### config.mk
export PLATFORM = sky130hd
export DESIGN_NAME = memory_map_region_merger_top
export DESIGN_NICKNAME = d
export VERILOG_FILES = /design/src/sv/mmrm_pkg.sv /design/src/sv/memory_map_region_merger_top.sv /design/src/sv/mmrm_front.sv /design/src/sv/mmrm_queue.sv /design/src/sv/mmrm_back.sv
export SDC_FILE = /design/constraint.sdc
export NUM_CORES = 2
export LEC_CHECK = 0
export BUFFER_PORTS_ARGS = -buffer_cell sky130_fd_sc_hd__buf_4
export CAP_MARGIN = 0
export CORE_ASPECT_RATIO = 0.8
export CORE_MARGIN = 5
export CORE_UTILIZATION = 45
export DETAILED_ROUTE_END_ITERATION = 12
export PLACE_DENSITY_LB_ADDON = 0.3
export RECOVER_POWER = 100
export SYNTH_ARGS = -nofsm -noshare
export SYNTH_HDL_FRONTEND = slang
export SYNTH_SLANG_ARGS = --single-unit
### constraint.sdc
create_clock -name clk -period 18.4 [get_ports clk]
set_input_delay 3.68 -clock clk [delete_from_list [all_inputs] [get_ports clk]]
set_output_delay 3.68 -clock clk [all_outputs]
set_load 0.005 [all_outputs]
### src/sv/mmrm_pkg.sv
// ----------------------------------------------------------------------------
// Memory map region merger package
// Shared transaction types, memory type codes and sizing constants.
// ----------------------------------------------------------------------------
package mmrm_pkg;

	// Default entry cap and page size, handed to the top level parameters.
	localparam int MAX_REGIONS_DEFAULT = 128;
	localparam int PAGE_BITS_DEFAULT   = 12;

	// Depth of the queue between the classifier and the merge engine.
	localparam int QUEUE_DEPTH = 4;

	// Firmware memory type codes that are kept.
	localparam logic [7:0] MT_LOADER_CODE    = 8'd1;
	localparam logic [7:0] MT_LOADER_DATA    = 8'd2;
	localparam logic [7:0] MT_BOOT_SVC_CODE  = 8'd3;
	localparam logic [7:0] MT_BOOT_SVC_DATA  = 8'd4;
	localparam logic [7:0] MT_CONVENTIONAL   = 8'd7;
	localparam logic [7:0] MT_ACPI_RECLAIM   = 8'd9;

	// Region classes.
	localparam logic CLASS_RAM  = 1'b0;
	localparam logic CLASS_ACPI = 1'b1;

	// One firmware descriptor as it arrives.
	typedef struct packed {
		logic [7:0]  mem_type;
		logic [63:0] base_address;
		logic [51:0] page_count;
		logic        final_descriptor;
	} in_item_t;

	// One emitted region or the empty-map report.
	typedef struct packed {
		logic        is_entry;
		logic [63:0] region_address;
		logic [63:0] region_size;
		logic        region_class;
		logic        map_done;
		logic [7:0]  entries_total;
	} out_item_t;

	// A classified descriptor waiting in the queue.
	typedef struct packed {
		logic        usable;
		logic        cls;
		logic [63:0] base;
		logic [63:0] bytes;
		logic        last;
	} desc_t;

	// Handshake status of the queue.
	typedef struct packed {
		logic push_ready;
		logic pop_valid;
	} queue_status_t;

endpackage

### src/sv/memory_map_region_merger_top.sv
// ----------------------------------------------------------------------------
// Memory map region merger
// Turns a firmware memory map into a list of merged RAM and ACPI regions.
// ----------------------------------------------------------------------------
// Usage:
//   The input channel takes one firmware descriptor per transaction. Loader,
//   boot-service and conventional types become RAM regions, ACPI reclaim
//   becomes an ACPI region, and all other types are dropped. Adjacent
//   descriptors of the same class are merged into one pending region.
//   The output channel carries one transaction per emitted region; the
//   final descriptor flushes the pending region with map_done set, or gives
//   a single report with is_entry clear when the map held no region.
//   Once the entry cap is reached, further descriptors of the map are ignored.
//   An accepted descriptor is written into the queue, and its result is
//   loaded into the output register when the merge engine pops it. One
//   descriptor is taken every cycle while the queue has room; one that
//   gives two results holds its second until the single output register frees.
//   A four-entry queue separates classification from merging, so input
//   keeps flowing while the receiver stalls until that queue is full.
//   Reset clears the pending region, the count, the queue and the output.
// ----------------------------------------------------------------------------
module memory_map_region_merger_top import mmrm_pkg::*; #(
	parameter int MAX_REGIONS = MAX_REGIONS_DEFAULT,
	parameter int PAGE_BITS   = PAGE_BITS_DEFAULT
) (
	input  logic      clk,
	input  logic      arst_n,
	input  logic      in_valid,
	output logic      in_ready,
	input  in_item_t  in_data,
	output logic      out_valid,
	input  logic      out_ready,
	output out_item_t out_data
);

	logic          push_valid;
	desc_t         push_data;
	logic          pop;
	desc_t         pop_data;
	queue_status_t q_status;

	// Classification of incoming descriptors.
	mmrm_front #(
		.PAGE_BITS (PAGE_BITS)
	) u_front (
		.in_valid   (in_valid),
		.in_ready   (in_ready),
		.in_data    (in_data),
		.push_ready (q_status.push_ready),
		.push_valid (push_valid),
		.push_data  (push_data)
	);

	// Decoupling queue.
	mmrm_queue u_queue (
		.clk        (clk),
		.arst_n     (arst_n),
		.push_valid (push_valid),
		.push_data  (push_data),
		.pop        (pop),
		.pop_data   (pop_data),
		.status     (q_status)
	);

	// Region merging and result output.
	mmrm_back #(
		.MAX_REGIONS (MAX_REGIONS)
	) u_back (
		.clk        (clk),
		.arst_n     (arst_n),
		.desc_valid (q_status.pop_valid),
		.desc       (pop_data),
		.pop        (pop),
		.out_valid  (out_valid),
		.out_ready  (out_ready),
		.out_data   (out_data)
	);

endmodule

### src/sv/mmrm_front.sv
// ----------------------------------------------------------------------------
// Memory map region merger front end
// Accepts descriptors, classifies the memory type and sizes the region.
// ----------------------------------------------------------------------------
module mmrm_front import mmrm_pkg::*; #(
	parameter int PAGE_BITS = PAGE_BITS_DEFAULT
) (
	input  logic     in_valid,
	output logic     in_ready,
	input  in_item_t in_data,
	input  logic     push_ready,
	output logic     push_valid,
	output desc_t    push_data
);

	logic usable;
	logic cls;

	// Map the firmware type code to a region class.
	always_comb begin
		usable = 1'b1;
		cls    = CLASS_RAM;
		case (in_data.mem_type) inside
			MT_LOADER_CODE, MT_LOADER_DATA, MT_BOOT_SVC_CODE,
			MT_BOOT_SVC_DATA, MT_CONVENTIONAL: begin
				cls = CLASS_RAM;
			end
			MT_ACPI_RECLAIM: begin
				cls = CLASS_ACPI;
			end
			default: begin
				usable = 1'b0;
			end
		endcase
	end

	// A transaction passes straight into the queue when it has room.
	assign in_ready   = push_ready;
	assign push_valid = in_valid;

	always_comb begin
		push_data.usable = usable;
		push_data.cls    = cls;
		push_data.base   = in_data.base_address;
		push_data.bytes  = 64'(in_data.page_count) << PAGE_BITS;
		push_data.last   = in_data.final_descriptor;
	end

endmodule

### src/sv/mmrm_queue.sv
// ----------------------------------------------------------------------------
// Memory map region merger queue
// Short first-in first-out buffer between the front end and the merge engine.
// ----------------------------------------------------------------------------
module mmrm_queue import mmrm_pkg::*; (
	input  logic          clk,
	input  logic          arst_n,
	input  logic          push_valid,
	input  desc_t         push_data,
	input  logic          pop,
	output desc_t         pop_data,
	output queue_status_t status
);

	localparam int PtrW = $clog2(QUEUE_DEPTH);
	localparam logic [PtrW:0] FullCount = (PtrW + 1)'(QUEUE_DEPTH);

	desc_t           mem_q [QUEUE_DEPTH];
	logic [PtrW-1:0] wr_ptr_q;
	logic [PtrW-1:0] rd_ptr_q;
	logic [PtrW:0]   count_q;
	logic            push;
	logic            do_pop;

	assign status.push_ready = (count_q != FullCount);
	assign status.pop_valid  = (count_q != '0);
	assign push              = push_valid && status.push_ready;
	assign do_pop            = pop && status.pop_valid;
	assign pop_data          = mem_q[rd_ptr_q];

	// Storage for queued transactions.
	always_ff @(posedge clk) begin
		if (push) begin
			mem_q[wr_ptr_q] <= push_data;
		end
	end

	// Pointers and fill count.
	always_ff @(posedge clk or negedge arst_n) begin
		if (!arst_n) begin
			wr_ptr_q <= '0;
			rd_ptr_q <= '0;
			count_q  <= '0;
		end else begin
			if (push) begin
				wr_ptr_q <= wr_ptr_q + 1'b1;
			end
			if (do_pop) begin
				rd_ptr_q <= rd_ptr_q + 1'b1;
			end
			if (push && !do_pop) begin
				count_q <= count_q + 1'b1;
			end else if (do_pop && !push) begin
				count_q <= count_q - 1'b1;
			end
		end
	end

endmodule

### src/sv/mmrm_back.sv
// ----------------------------------------------------------------------------
// Memory map region merger back end
// Merges classified descriptors into the pending region and emits results.
// ----------------------------------------------------------------------------
module mmrm_back import mmrm_pkg::*; #(
	parameter int MAX_REGIONS = MAX_REGIONS_DEFAULT
) (
	input  logic      clk,
	input  logic      arst_n,
	input  logic      desc_valid,
	input  desc_t     desc,
	output logic      pop,
	output logic      out_valid,
	input  logic      out_ready,
	output out_item_t out_data
);

	localparam logic [7:0] CapCount = 8'(MAX_REGIONS);

	// Pending region.
	logic [63:0] open_addr_q;
	logic [63:0] open_size_q;
	logic        open_class_q;
	logic        open_valid_q;
	logic [7:0]  count_q;

	// Output register and the second result of a two-result transaction.
	logic        out_valid_q;
	out_item_t   out_data_q;
	logic        pend_valid_q;
	out_item_t   pend_data_q;

	logic        out_free;
	logic        take;
	logic        merge;
	logic        start;
	logic        emit_old;
	logic [63:0] n_addr;
	logic [63:0] n_size;
	logic        n_class;
	logic        n_valid;
	logic [7:0]  n_count;
	out_item_t   res_old;
	out_item_t   res_flush;

	assign out_free = !out_valid_q || out_ready;
	assign pop      = desc_valid && !pend_valid_q && out_free;

	// Decide whether the descriptor extends the pending region or opens one.
	always_comb begin
		take     = desc.usable && (count_q < CapCount);
		merge    = take && open_valid_q && (open_class_q == desc.cls) &&
			((open_addr_q + open_size_q) == desc.base);
		start    = take && !merge;
		emit_old = start && open_valid_q;

		n_addr  = open_addr_q;
		n_size  = open_size_q;
		n_class = open_class_q;
		n_valid = open_valid_q;
		n_count = count_q;
		if (merge) begin
			n_size = open_size_q + desc.bytes;
		end else if (start) begin
			n_addr  = desc.base;
			n_size  = desc.bytes;
			n_class = desc.cls;
			n_valid = 1'b1;
			n_count = count_q + 8'd1;
		end
	end

	// Region closed by a new start, and the flush result of the final descriptor.
	always_comb begin
		res_old.is_entry       = 1'b1;
		res_old.region_address = open_addr_q;
		res_old.region_size    = open_size_q;
		res_old.region_class   = open_class_q;
		res_old.map_done       = 1'b0;
		res_old.entries_total  = count_q;

		res_flush.is_entry       = n_valid;
		res_flush.region_address = n_valid ? n_addr : '0;
		res_flush.region_size    = n_valid ? n_size : '0;
		res_flush.region_class   = n_valid ? n_class : CLASS_RAM;
		res_flush.map_done       = 1'b1;
		res_flush.entries_total  = n_valid ? n_count : '0;
	end

	// Merge state update; the final descriptor returns it to the reset values.
	always_ff @(posedge clk or negedge arst_n) begin
		if (!arst_n) begin
			open_addr_q  <= '0;
			open_size_q  <= '0;
			open_class_q <= CLASS_RAM;
			open_valid_q <= 1'b0;
			count_q      <= '0;
		end else if (pop) begin
			if (desc.last) begin
				open_addr_q  <= '0;
				open_size_q  <= '0;
				open_class_q <= CLASS_RAM;
				open_valid_q <= 1'b0;
				count_q      <= '0;
			end else begin
				open_addr_q  <= n_addr;
				open_size_q  <= n_size;
				open_class_q <= n_class;
				open_valid_q <= n_valid;
				count_q      <= n_count;
			end
		end
	end

	// Output control: the held second result goes out before the next pop.
	always_ff @(posedge clk or negedge arst_n) begin
		if (!arst_n) begin
			out_valid_q  <= 1'b0;
			pend_valid_q <= 1'b0;
		end else if (out_free) begin
			if (pend_valid_q) begin
				out_valid_q  <= 1'b1;
				pend_valid_q <= 1'b0;
			end else begin
				out_valid_q  <= pop && (emit_old || desc.last);
				pend_valid_q <= pop && emit_old && desc.last;
			end
		end
	end

	// Output payload.
	always_ff @(posedge clk) begin
		if (out_free) begin
			if (pend_valid_q) begin
				out_data_q <= pend_data_q;
			end else if (emit_old) begin
				out_data_q  <= res_old;
				pend_data_q <= res_flush;
			end else begin
				out_data_q <= res_flush;
			end
		end
	end

	assign out_valid = out_valid_q;
	assign out_data  = out_data_q;

endmodule
==> summary.txt <==
Worst-margin pin slew - 4660 ps
Post-DP Area - 48400 um2
Worst R2R Path Depth - 17
Clk buf depth - 3
Worst Hold Path Cells - 1
Hold Startpoint - u_queue.count_q[2]
NetSw - 4140 uW
CTS tree - yes
Top cells by area, synth - edfxtp_1, dfrtp_1, mux4_2, nand2_1, ha_1
CTS Buf Count - 90
Fin crit share - 0.663
Most used flip-flop cell after synthesis - edfxtp_1
Fillers - 8774
Status - finished with violations
Die X-Extent - 365 um
Skew-Pair Late Insertion Delay - 680 ps
Worst slew margin - -2.12
IO Count - 270
Flop pwr share - 0.338
Post-Syn Area - 45300 um2
Syn_area_per_cell - 12.4 um2
Register area - 26300 um2
Buffer count from post-CTS setup fixing - 0
Yosys top cell by area - edfxtp_1
Global route overflow - 0
HPWL after DPL - 104 mm
Worst Setup End Kind - flip-flop
Power Internal - 5590 uW
Vias per Instance - 6.11
Vias in the first global route - 30677
Post-synth EDFFs - 753
Reg2reg end - u_back.open_addr_q[23]
Row count - 104
Placed cells - 5097
Max-cap violations - 20
Total GRT Usage - 0.262
Die Ht - 294 um
Post-route insts no fill - 5269
Final Core Density - 0.507
Kind of critical path - flip-flop to flip-flop
Die ar. - 107000 um2
Root Driver - clkbuf_16
Syn Inst Count - 3664
Hold Path Class - flip-flop to flip-flop
# setup viols final - 0
Setup_tns - 0 ps
R2R Setup Slk - 6210 ps
Worst Hold Endpoint - u_queue.count_q[2]
Fin crit period - 12190 ps
Top-count cell post-synth - edfxtp_1
Async SR Flop Fraction - 0.163
DR WL met3 - 11.6 mm
Max Slew Vio Count - 1063
# clock sinks - 900
DRC - 0
Core area - 100000 um2
Vias post-DR - 32214
Max VDD drop - 110 uV
Cts hold-fix bufs - 0
Comb power frac - 0.469
Fmax - 82.0 MHz
WL met1 - 65.0 mm
Worst Path Required - 18980 ps
Ys Warns - 0
Buffers on Ports - 269
Data arrival time of the critical path - 12770 ps
Nets@finish - 4116
Final Hold Viols - 0
DR WL met2 - 61.8 mm
Largest net degree at the start of global routing - 91
Area Overhead vs Synth - 12.1%
Layout cells sized above 1 - 0.116
Crit path max fanout - 79
# resized after CTS - 0
Multi-input gate area in the final layout - 17800 um2
Worst Setup Start Kind - flip-flop
Top cell type's share of synthesized area - 0.500
Wirelength, routed - 142 mm
Clock slew at reported path FFs - 60 ps
Clk pwr share - 0.192
Register area share after synthesis - 0.581
Sw frac - 0.425
Top post-synthesis cells by count - edfxtp_1, nand2_1, a21oi_1
Initial antenna violation count - 6
Register bit total from synthesis - 900
DR top layer - met5
Initial Utilization - 0.452
Net Count, Synth - 3916
RSZ-0062 raised after global routing - false
Lkg Pwr - 0.0183 uW
First-pass GRT wire length - 209 mm
PwrDens - 192 nW/um2
Number of routed nets with antenna violations - 0
Final hold slack - 513 ps
WL/cell - 27.0 um
Synth cell types - 98
1st-iter DRT viols - 3735
Setup Skew - 41.2 ps
DR pass1 iterations - 6
Fin area - 50800 um2
Reg2Reg Launch Point - u_queue.rd_ptr_q[0]
Htree depth - 3
GPL Wtd Cong - 1.03
Failing checks - max-capacitance violations, max-slew violations
placed cells by master (no fill, tap or decap), types with 44 or more instances in the layout:
| master | instances |
|---|---|
| edfxtp_1 | 753 |
| nand2_1 | 448 |
| a21oi_1 | 240 |
| o21ai_0 | 189 |
| clkbuf_1 | 182 |
| nor2_1 | 165 |
| dfrtp_1 | 144 |
| ha_1 | 120 |
| clkbuf_4 | 120 |
| mux4_2 | 112 |
| a31oi_1 | 111 |
| a22o_1 | 106 |
| mux2i_1 | 98 |
| and2_1 | 93 |
| clkbuf_16 | 92 |
| xnor2_1 | 81 |
| nand3_1 | 78 |
| a21o_1 | 54 |
| nand4_1 | 53 |
| xor2_1 | 50 |
| buf_4 | 44 |
layer usage:
metal,up-vias,track usage
li1,14504,-
met1,16134,0.400
met2,1387,0.386
met3,185,0.0524
met4,4,0.0650
met5,-,0
cell families (layout without fill, tap and decap cells):
group,Yosys count,after routing,synth area share
xor gates and xnor gates,133,133,0.0262
DFF,900,900,0.581
adders and majority gates,123,123,0.0345
and+or+nand+nor,1076,1076,0.114
buffers and inverters,253,529,0.0254
other,0,4,0
AOI/OAI and AO/OA,954,954,0.138
muxes,225,225,0.0811
layout make-up:
| type | instances | share of cell area |
|---|---|---|
| Clock inverter | 52 | 0.0117 |
| Antenna cell | 4 | 0.000197 |
| Clock buffer | 116 | 0.0477 |
| Inverter | 36 | 0.00269 |
| Sequential cell | 900 | 0.518 |
| Tap cell | 1325 | 0.0327 |
| Timing Repair Buffer | 325 | 0.0362 |
| Multi-Input combinational cell | 2511 | 0.351 |
flip-flops by register name, summed over array words and instances (netlist names):
register             count
u_queue.rd_ptr_q         2
u_back.open_addr_q      64
u_queue.mem_q          476
u_back.open_size_q      64
u_queue.count_q          3
u_back.count_q           8
u_back.open_class_q      1
u_back.out_valid         1
u_back.pend_valid_q      1
u_back.out_data        139
u_back.open_valid_q      1
u_back.pend_data_q     138
u_queue.wr_ptr_q         2
power by group through the flow:
stage	clock [uW]	sequential [uW]	combinational [uW]
floorplan	0	3170	3000
global placement	0	3300	4540
detailed placement	0	3310	4550
CTS	1910	3270	4580
global route	1990	3340	4910
finish	1870	3290	4570
worst max path at each step:
stage,startpoint,endpoint,cells after the start
2_1_floorplan,out_ready,u_back.pend_data_q[0],2
3_3_place_gp,u_queue.rd_ptr_q[0],u_back.count_q[0],16
3_5_place_dp,u_queue.rd_ptr_q[0],u_back.count_q[0],16
4_1_cts,u_queue.rd_ptr_q[0],u_back.pend_data_q[100],16
5_1_grt,u_queue.rd_ptr_q[0],u_back.open_addr_q[23],17
6_report,u_queue.rd_ptr_q[0],u_back.open_addr_q[23],17
through the flow:
step	setup WS (ps)	total power, uW
5_1_grt	5280	10200
2_1_floorplan	4520	6180
4_1_cts	10370	9750
6_report	6210	9730
3_3_place_gp	10420	7840
3_5_place_dp	10420	7860
critical path, stage by stage, from the launching register on:
cell       delay (ps)
dfrtp_1          1260
clkbuf_1         2220
mux4_2            780
xnor2_1           910
o32ai_1           220
a2111oi_0         730
nand4_1           200
nor4_1            330
nand4_1           160
or4_2             670
nor4_1            400
clkbuf_1         1500
buf_4             860
nor2_1            130
buf_4             330
o21ai_0           240
buf_4             740
a22o_1            230
No activity file was read; power rests on OpenSTA's default activity.
